==> src/sv/cca_pkg.sv <==
package cca_pkg;

  localparam int YearBase = 1900;

  localparam int SecWidth   = 6;
  localparam int MinWidth   = 6;
  localparam int HourWidth  = 5;
  localparam int DayWidth   = 5;
  localparam int MonthWidth = 4;
  localparam int YearWidth  = 8;

  localparam int CalWidth = SecWidth + MinWidth + HourWidth + DayWidth + MonthWidth + YearWidth;
  localparam int InDataWidth  = ((CalWidth + 7) / 8) * 8;
  localparam int OutBits      = CalWidth + 4;
  localparam int OutDataWidth = ((OutBits + 7) / 8) * 8;

  localparam logic [SecWidth-1:0]   SecLimit   = SecWidth'(60);
  localparam logic [MinWidth-1:0]   MinLimit   = MinWidth'(60);
  localparam logic [HourWidth-1:0]  HourLimit  = HourWidth'(24);
  localparam logic [MonthWidth-1:0] MonthLimit = MonthWidth'(13);
  localparam logic [DayWidth:0]     DayPast    = (DayWidth + 1)'(32);

  localparam logic [MonthWidth-1:0] MonApr = MonthWidth'(4);
  localparam logic [MonthWidth-1:0] MonJun = MonthWidth'(6);
  localparam logic [MonthWidth-1:0] MonSep = MonthWidth'(9);
  localparam logic [MonthWidth-1:0] MonNov = MonthWidth'(11);
  localparam logic [MonthWidth-1:0] MonFeb = MonthWidth'(2);

  // year offsets that land on a century, and whether that century is leap
  localparam int  CentFirst = (100 - YearBase % 100) % 100;
  localparam logic [YearWidth-1:0] Cent0 = YearWidth'(CentFirst);
  localparam logic [YearWidth-1:0] Cent1 = YearWidth'(CentFirst + 100);
  localparam logic [YearWidth-1:0] Cent2 = YearWidth'(CentFirst + 200);
  localparam bit  Cent0Leap = ((YearBase + CentFirst) % 400) == 0;
  localparam bit  Cent1Leap = ((YearBase + CentFirst + 100) % 400) == 0;
  localparam bit  Cent2Leap = ((YearBase + CentFirst + 200) % 400) == 0;
  localparam logic [1:0] BaseMod4 = 2'(YearBase % 4);

  typedef struct packed {
    logic [YearWidth-1:0]  year;
    logic [MonthWidth-1:0] month;
    logic [DayWidth-1:0]   day;
    logic [HourWidth-1:0]  hour;
    logic [MinWidth-1:0]   min;
    logic [SecWidth-1:0]   sec;
  } cal_t;

  typedef enum logic [1:0] {
    REQ_TICK      = 2'd0,
    REQ_SET_TIME  = 2'd1,
    REQ_SET_ALARM = 2'd2,
    REQ_CLEAR     = 2'd3
  } req_kind_t;

  typedef enum logic [1:0] {
    ST_OK    = 2'd0,
    ST_PAST  = 2'd1,
    ST_RANGE = 2'd2
  } status_t;

  function automatic logic is_leap(input logic [YearWidth-1:0] year);
    logic div4;
    logic leap;
    div4 = (2'(year[1:0] + BaseMod4) == 2'd0);
    if (CalWidth > 0 && year == Cent0 && CentFirst < 256) begin
      leap = Cent0Leap;
    end else if (year == Cent1 && CentFirst + 100 < 256) begin
      leap = Cent1Leap;
    end else if (year == Cent2 && CentFirst + 200 < 256) begin
      leap = Cent2Leap;
    end else begin
      leap = div4;
    end
    return leap;
  endfunction

endpackage

==> src/sv/cca_advance.sv <==
module cca_advance (
  input  cca_pkg::cal_t cur,
  output cca_pkg::cal_t nxt
);

  logic [cca_pkg::SecWidth-1:0]   sec_inc;
  logic [cca_pkg::MinWidth-1:0]   min_inc;
  logic [cca_pkg::HourWidth-1:0]  hour_inc;
  logic [cca_pkg::DayWidth:0]     day_inc;
  logic [cca_pkg::MonthWidth-1:0] month_inc;
  logic                           month_end;

  assign sec_inc   = cur.sec + 1'b1;
  assign min_inc   = cur.min + 1'b1;
  assign hour_inc  = cur.hour + 1'b1;
  assign day_inc   = {1'b0, cur.day} + 1'b1;
  assign month_inc = cur.month + 1'b1;

  always_comb begin
    if (day_inc == cca_pkg::DayPast) begin
      month_end = 1'b1;
    end else if (day_inc == (cca_pkg::DayPast - 1'b1)) begin
      month_end = (cur.month == cca_pkg::MonApr) || (cur.month == cca_pkg::MonJun) ||
                  (cur.month == cca_pkg::MonSep) || (cur.month == cca_pkg::MonNov);
    end else if (day_inc == (cca_pkg::DayPast - 2'd2)) begin
      month_end = (cur.month == cca_pkg::MonFeb);
    end else if (day_inc == (cca_pkg::DayPast - 2'd3)) begin
      month_end = (cur.month == cca_pkg::MonFeb) && !cca_pkg::is_leap(cur.year);
    end else begin
      month_end = 1'b0;
    end
  end

  always_comb begin
    nxt     = cur;
    nxt.sec = sec_inc;
    if (sec_inc == cca_pkg::SecLimit) begin
      nxt.sec = '0;
      nxt.min = min_inc;
      if (min_inc == cca_pkg::MinLimit) begin
        nxt.min  = '0;
        nxt.hour = hour_inc;
        if (hour_inc == cca_pkg::HourLimit) begin
          nxt.hour = '0;
          if (month_end) begin
            nxt.day   = cca_pkg::DayWidth'(1);
            nxt.month = month_inc;
          end else begin
            nxt.day   = day_inc[cca_pkg::DayWidth-1:0];
          end
          if (nxt.month == cca_pkg::MonthLimit) begin
            nxt.month = cca_pkg::MonthWidth'(1);
            nxt.year  = cur.year + 1'b1;
          end
        end
      end
    end
  end

endmodule

==> src/sv/cca_alarm_check.sv <==
module cca_alarm_check (
  input  cca_pkg::cal_t    req,
  input  cca_pkg::cal_t    now,
  output cca_pkg::status_t status
);

  logic later;
  logic in_range;

  // packed order puts year in the top bits, so a plain compare is lexicographic
  assign later = req > now;

  assign in_range = (req.sec < cca_pkg::SecLimit) && (req.min < cca_pkg::MinLimit) &&
                    (req.hour < cca_pkg::HourLimit) && (req.day != '0) &&
                    (req.month != '0) && (req.month < cca_pkg::MonthLimit);

  always_comb begin
    if (!later) begin
      status = cca_pkg::ST_PAST;
    end else if (!in_range) begin
      status = cca_pkg::ST_RANGE;
    end else begin
      status = cca_pkg::ST_OK;
    end
  end

endmodule

==> src/sv/calendar_clock_with_alarm.sv <==
// Calendar clock with alarm. Each request on the input stream (tick, set time, set alarm,
// clear alarm, chosen by s_axis_tuser) gives exactly one result holding the time after the
// request, an alarm fired flag (ticks only), an alarm armed flag and a set-alarm status.
// A request is registered, worked by calendar and compare logic, and moves into the output
// register once the output side can take it; one request per cycle is sustained, limited
// only by the output side taking results. A tick that matches a nonzero alarm fires it
// and clears it. Years count from 1900 with Gregorian leap rules and wrap after 255.
module calendar_clock_with_alarm (
  input  logic                                 clk,
  input  logic                                 rst,
  input  logic                                 s_axis_tvalid,
  output logic                                 s_axis_tready,
  // sec, min, hour, day, month, year, zero fill
  input  logic [cca_pkg::InDataWidth-1:0]      s_axis_tdata,
  // req_type
  input  logic [1:0]                           s_axis_tuser,
  output logic                                 m_axis_tvalid,
  input  logic                                 m_axis_tready,
  // now_sec, now_min, now_hour, now_day, now_month, now_year, alarm_fired,
  // alarm_armed, status, zero fill
  output logic [cca_pkg::OutDataWidth-1:0]     m_axis_tdata
);

  logic                s1_valid;
  cca_pkg::req_kind_t  s1_req;
  cca_pkg::cal_t       s1_cal;
  logic                s1_move;

  cca_pkg::cal_t       now_cal;
  cca_pkg::cal_t       now_cal_next;
  cca_pkg::cal_t       alarm_cal;
  cca_pkg::cal_t       alarm_cal_next;
  cca_pkg::cal_t       adv_cal;
  cca_pkg::status_t    chk_status;
  cca_pkg::status_t    status_next;
  logic                fired_next;
  logic                armed_next;

  assign s1_move       = s1_valid && (!m_axis_tvalid || m_axis_tready);
  assign s_axis_tready = !s1_valid || s1_move;

  always_ff @(posedge clk) begin
    if (rst) begin
      s1_valid <= 1'b0;
    end else if (s_axis_tready) begin
      s1_valid <= s_axis_tvalid;
    end
  end

  always_ff @(posedge clk) begin
    if (s_axis_tvalid && s_axis_tready) begin
      s1_req <= cca_pkg::req_kind_t'(s_axis_tuser);
      s1_cal <= s_axis_tdata[cca_pkg::CalWidth-1:0];
    end
  end

  cca_advance u_advance (
    .cur (now_cal),
    .nxt (adv_cal)
  );

  cca_alarm_check u_alarm_check (
    .req    (s1_cal),
    .now    (now_cal),
    .status (chk_status)
  );

  always_comb begin
    now_cal_next   = now_cal;
    alarm_cal_next = alarm_cal;
    fired_next     = 1'b0;
    status_next    = cca_pkg::ST_OK;
    unique case (s1_req)
      cca_pkg::REQ_TICK: begin
        now_cal_next = adv_cal;
        if ((alarm_cal != '0) && (adv_cal == alarm_cal)) begin
          fired_next     = 1'b1;
          alarm_cal_next = '0;
        end
      end
      cca_pkg::REQ_SET_TIME: begin
        now_cal_next = s1_cal;
      end
      cca_pkg::REQ_SET_ALARM: begin
        status_next = chk_status;
        if (chk_status == cca_pkg::ST_OK) begin
          alarm_cal_next = s1_cal;
        end
      end
      cca_pkg::REQ_CLEAR: begin
        alarm_cal_next = '0;
      end
      default: begin
        now_cal_next = now_cal;
      end
    endcase
  end

  assign armed_next = (alarm_cal_next != '0);

  always_ff @(posedge clk) begin
    if (rst) begin
      now_cal   <= '0;
      alarm_cal <= '0;
    end else if (s1_move) begin
      now_cal   <= now_cal_next;
      alarm_cal <= alarm_cal_next;
    end
  end

  always_ff @(posedge clk) begin
    if (rst) begin
      m_axis_tvalid <= 1'b0;
    end else if (!m_axis_tvalid || m_axis_tready) begin
      m_axis_tvalid <= s1_valid;
    end
  end

  always_ff @(posedge clk) begin
    if (s1_move) begin
      m_axis_tdata <= {(cca_pkg::OutDataWidth - cca_pkg::OutBits)'(0), status_next,
                       armed_next, fired_next, now_cal_next};
    end
  end

endmodule

==> config.mk <==
export PLATFORM = sky130hd
export DESIGN_NAME = calendar_clock_with_alarm
export DESIGN_NICKNAME = d
export VERILOG_FILES = /design/src/sv/cca_pkg.sv /design/src/sv/cca_advance.sv /design/src/sv/cca_alarm_check.sv /design/src/sv/calendar_clock_with_alarm.sv
export SDC_FILE = /design/constraint.sdc
export NUM_CORES = 1
export LEC_CHECK = 0
export BUFFER_PORTS_ARGS = -buffer_cell sky130_fd_sc_hd__buf_2
export CAP_MARGIN = 20
export CELL_PAD_IN_SITES_DETAIL_PLACEMENT = 1
export CELL_PAD_IN_SITES_GLOBAL_PLACEMENT = 1
export CORE_MARGIN = 8
export CORE_UTILIZATION = 45
export DETAILED_ROUTE_END_ITERATION = 10
export GPL_ROUTABILITY_DRIVEN = 1
export PLACE_DENSITY = 0.8
export SETUP_SLACK_MARGIN = 0.2
export SLEW_MARGIN = 20
export SYNTH_ARGS = -nofsm -noshare
export SYNTH_HDL_FRONTEND = slang
export SYNTH_HIERARCHICAL = 1
export SYNTH_SLANG_ARGS = --single-unit
==> constraint.sdc <==
create_clock -name clk -period 5.2 [get_ports clk]
set_input_delay 0.26 -clock clk [delete_from_list [all_inputs] [get_ports clk]]
set_output_delay 0.26 -clock clk [all_outputs]
set_load 0.005 [all_outputs]
==> impl_results.md <==
* Die Span X at 154 um
* Clock latency at the later pin of the worst-skew pair at 0.44 ns
* Global-route congestion overflow total at 0
* Warning count from the yosys run at 6
* Worst-path clk slew at 0.07 ns
* CTS root buffer: sky130_fd_sc_hd__clkbuf_16
* Overall via count from detail_route at 7552
* Number of distinct library cells after synthesis at 72
* Setup repair after global routing missed its margin: false
* Remaining antenna violation count at 0
* Syn Std Cell Area at 0.00854 mm2
* Worst Setup End Kind: flop
* Routability congestion estimate from global placement at 0.930
* Setup clock skew after layout at 0.0112 ns
* Via-per-instance ratio at 6.05
* Critical path launch point type: flop
* Worst-case hold path end point: s1_cal[30]
* Worst path required time at 5.36 ns
* LEAKAGE at 0.00376 uW
* Total power consumption of the routed design at 2780 uW
* CTS tree: built
* Kind of cell adding the most delay to the critical path: simple AND/OR/NAND/NOR gates
* Timing-limited maximum frequency at 226 MHz
* Count of filler cells inserted in the layout at 2116
* Number of antenna violations at the first check in global routing at 0
* Iteration-0 DRC count of the detailed router at 588
* Buffer and inverter count on the worst path at 2
* Worst-path maximum fanout at 21
* Pins Over Slew Limit at 0
* Mean area per synthesized cell at 9.44 um2
* Total power per unit cell area at 279 mW/mm2
* Max-cap violation count at 0
* Setup Buffers After CTS at 0
* Final instance area at 0.00997 mm2
* Register-to-Register Path Depth at 15
* Number of standard-cell rows in the floorplan at 50
* Placed Instance Area at 0.00911 mm2
* Number of synthesized register bits at 144
* Proportion of layout cells with a drive suffix above 1 at 0.155
* Async S/R FF share, synth at 0
* Slew headroom at 0.289
* Hold Crit Class: in -> reg
* Startpoint of the lowest-slack hold path: s_axis_tdata[30]
* Critical path type: reg -> reg
* Floorplan die area at 0.0236 mm2
* TritonRoute pass-1 iters at 5
* Die H at 154 um
* Sequential fraction of the synthesis area at 0.424
* Largest net degree at the start of global routing at 60
* Worst IR drop on VDD at 0.244 mV
* CP max stage delay at 0.64 ns
* Actual transition at the worst max-transition pin at 1.06 ns
* Clock net sink count at 144
* Sum of routed wire length over all layers at 26600 um
* End of the worst register-to-register path: m_axis_tdata[35]
* Half-perimeter wire length after detailed placement at 18900 um
* Std-Cell Core Area at 0.0186 mm2
* Total of endpoints with negative setup slack in the final report at 0
* Overall routing resource usage at 0.226
* Clock buffer count from CTS at 17
* Number of ports placed on the die boundary at 88
* Count of input and output buffers at 79
* Global-route wire length before repair at 42100 um
* Ordered list of cells on the worst path: inv_1 > ha_1 > nor4b_2 > o2111ai_1 > and3b_4 > o21ai_4 > mux2i_2 > nor3_2 > xnor2_1 > xor2_1 > nor4_2 > nand4_1 > nor4_4 > buf_4 > o31ai_2
* Data arrival time of the worst path at 4.58 ns
* Count of final hold-check violations at 0
* Min Tclk post-route at 4.43 ns
* Worst Hold Depth at 1
* Register-to-register path setup slack at 0.77 ns
* Average routed wire per standard cell at 21.3 um
* Number of synthesized flops with an enable pin at 74
* Share of the clock period used by the worst path after layout at 0.852
* H-tree levels at 4
* Nets at 1095
* Setup TNS Final at 0 ns
* Number of global-route vias before repair at 7593
* Initial core utilization at 0.458
* Remaining DRCs at 0
* Maximum number of buffers from clock root to sink at 2
* Synth-to-Final Area Change at 16.8%
* Source of the worst register-to-register timing path: now_cal[17]
* Gate count after technology mapping at 905
* Run status: completed
* Critical-path cell with the highest stage delay: sky130_fd_sc_hd__mux2i_2
* Synth Flop Type: sky130_fd_sc_hd__edfxtp_1
* Diodes inserted at 0
layout by cell type, fill, tap and decap left out, types with 4 or more instances in the layout:
cell,netlist,routed
sky130_fd_sc_hd__inv_6,0,5
sky130_fd_sc_hd__nand3_1,23,23
sky130_fd_sc_hd__ha_1,47,47
sky130_fd_sc_hd__a32oi_1,34,34
sky130_fd_sc_hd__mux2i_1,34,34
sky130_fd_sc_hd__o211ai_1,5,5
sky130_fd_sc_hd__xnor2_1,4,4
sky130_fd_sc_hd__o31ai_1,6,6
sky130_fd_sc_hd__and3_1,6,6
sky130_fd_sc_hd__inv_1,78,78
sky130_fd_sc_hd__nor2_1,22,22
sky130_fd_sc_hd__nor4_1,29,29
sky130_fd_sc_hd__buf_4,3,13
sky130_fd_sc_hd__nor4_2,5,4
sky130_fd_sc_hd__buf_2,8,79
sky130_fd_sc_hd__dlygate4sd3_1,0,33
sky130_fd_sc_hd__edfxtp_1,74,74
sky130_fd_sc_hd__dfxtp_1,70,70
sky130_fd_sc_hd__a21oi_1,51,51
sky130_fd_sc_hd__nand2b_1,6,6
sky130_fd_sc_hd__o41ai_1,32,32
sky130_fd_sc_hd__nand4_1,18,18
sky130_fd_sc_hd__nand2_1,136,136
sky130_fd_sc_hd__nor3_1,12,12
sky130_fd_sc_hd__xor2_1,41,41
sky130_fd_sc_hd__a21o_1,6,6
sky130_fd_sc_hd__o21ai_0,52,52
sky130_fd_sc_hd__clkbuf_16,0,17
timing repair:
item / in CTS / in global routing
hold endpoints to repair: 33 / 0
hold buffers: 33 / 0
gates resized for setup: 0 / 0
worst max-delay path by stage:
stage                      startpoint               end  slack [ns]  depth (start not counted)
after global placement    now_cal[17]  m_axis_tdata[35]        1.01                         14
after global routing      now_cal[22]  m_axis_tdata[35]        0.50                         15
final                     now_cal[17]  m_axis_tdata[35]        0.77                         15
after detailed placement   now_cal[7]  m_axis_tdata[35]        0.93                         13
after floorplan           now_cal[17]  m_axis_tdata[35]        1.49                         14
after CTS                 now_cal[17]  m_axis_tdata[35]        0.83                         15
Yosys cell counts (all sizes together) (3+ instances only):
master / number / area share
a211oi: 3 / 0.0032
a21o: 6 / 0.0053
a21oi: 52 / 0.031
a32oi: 34 / 0.035
and2: 3 / 0.0022
and3: 6 / 0.0044
and4: 3 / 0.0031
buf: 16 / 0.013
clkbuf: 32 / 0.014
dfxtp: 70 / 0.16
edfxtp: 74 / 0.26
ha: 47 / 0.069
inv: 80 / 0.035
mux2: 4 / 0.0053
mux2i: 35 / 0.041
nand2: 137 / 0.061
nand2b: 6 / 0.0044
nand3: 23 / 0.013
nand4: 18 / 0.013
nor2: 22 / 0.0097
nor2b: 3 / 0.0022
nor3: 17 / 0.015
nor4: 36 / 0.034
nor4b: 3 / 0.0053
o211ai: 5 / 0.0044
o21ai: 55 / 0.034
o31ai: 8 / 0.0082
o41ai: 34 / 0.037
or2: 3 / 0.0022
xnor2: 4 / 0.0041
xor2: 41 / 0.042
where the power goes:
group	switching (uW)	internal (uW)
combinational	199	133
sequential	65.7	1250
clock	522	614
cell type report:
cell class                      count  area [um2]  share of cell area
Multi-Input combinational cell    633        4400               0.441
Sequential cell                   144        3620               0.363
Inverter                           81         304              0.0305
Tap cell                          234         293              0.0294
Timing Repair Buffer              125         823              0.0825
Clock buffer                       18         429              0.0430
Clock inverter                     14         105              0.0105
logic make-up after synthesis:
| logic type | Yosys count | share of synthesized area |
|---|---|---|
| AND/OR/NAND/NOR | 290 | 0.180 |
| adder cells (fa/ha/maj) | 47 | 0.0689 |
| AO/OA/AOI/OAI | 210 | 0.171 |
| XOR/XNOR | 45 | 0.0462 |
| buffers and inverters | 129 | 0.0627 |
| flip-flops | 144 | 0.424 |
| multiplexers | 39 | 0.0467 |
| other | 1 | 0.000439 |
per-layer routing:
layer | vias to the layer above | share of wire | global-route usage
met4 | 0 | 0.024 | 0.0770
met1 | 3728 | 0.45 | 0.296
met3 | 47 | 0.067 | 0.0499
met2 | 247 | 0.46 | 0.362
li1 | 3530 | - | -
met5 | - | 0 | 0
metrics by stage:
step / util / worst slack (ns) / hold WS (ns) / cells
floorplan: - / 1.49 / 0.359 / 906
global placement: 0.489 / 1.01 / 0.437 / 1184
detailed placement: 0.489 / 0.934 / 0.438 / 1184
CTS: 0.535 / 0.830 / 0.00214 / 1249
global route: 0.535 / 0.500 / 0.00173 / 1249
finish: 0.535 / 0.771 / 0.0110 / 1249
flip-flops by register name, indices dropped and copies added (netlist names):
signal and cells:
alarm_cal 34, m_axis_tdata 38, m_axis_tvalid 1, now_cal 34, s1_cal 34, s1_req 2, s1_valid 1
worst reg2reg max path: cells and delay by family (launching register included):
family	cells	cell delay [ns]
AOI/OAI and AO/OA	3	0.56
DFF	1	0.43
adders and majority gates	1	0.16
xor gates and xnor gates	2	0.52
and+or+nand+nor	6	1.36
buffers and inverters	2	0.48
muxes	1	0.64
No activity file was read; power rests on OpenSTA's default activity.
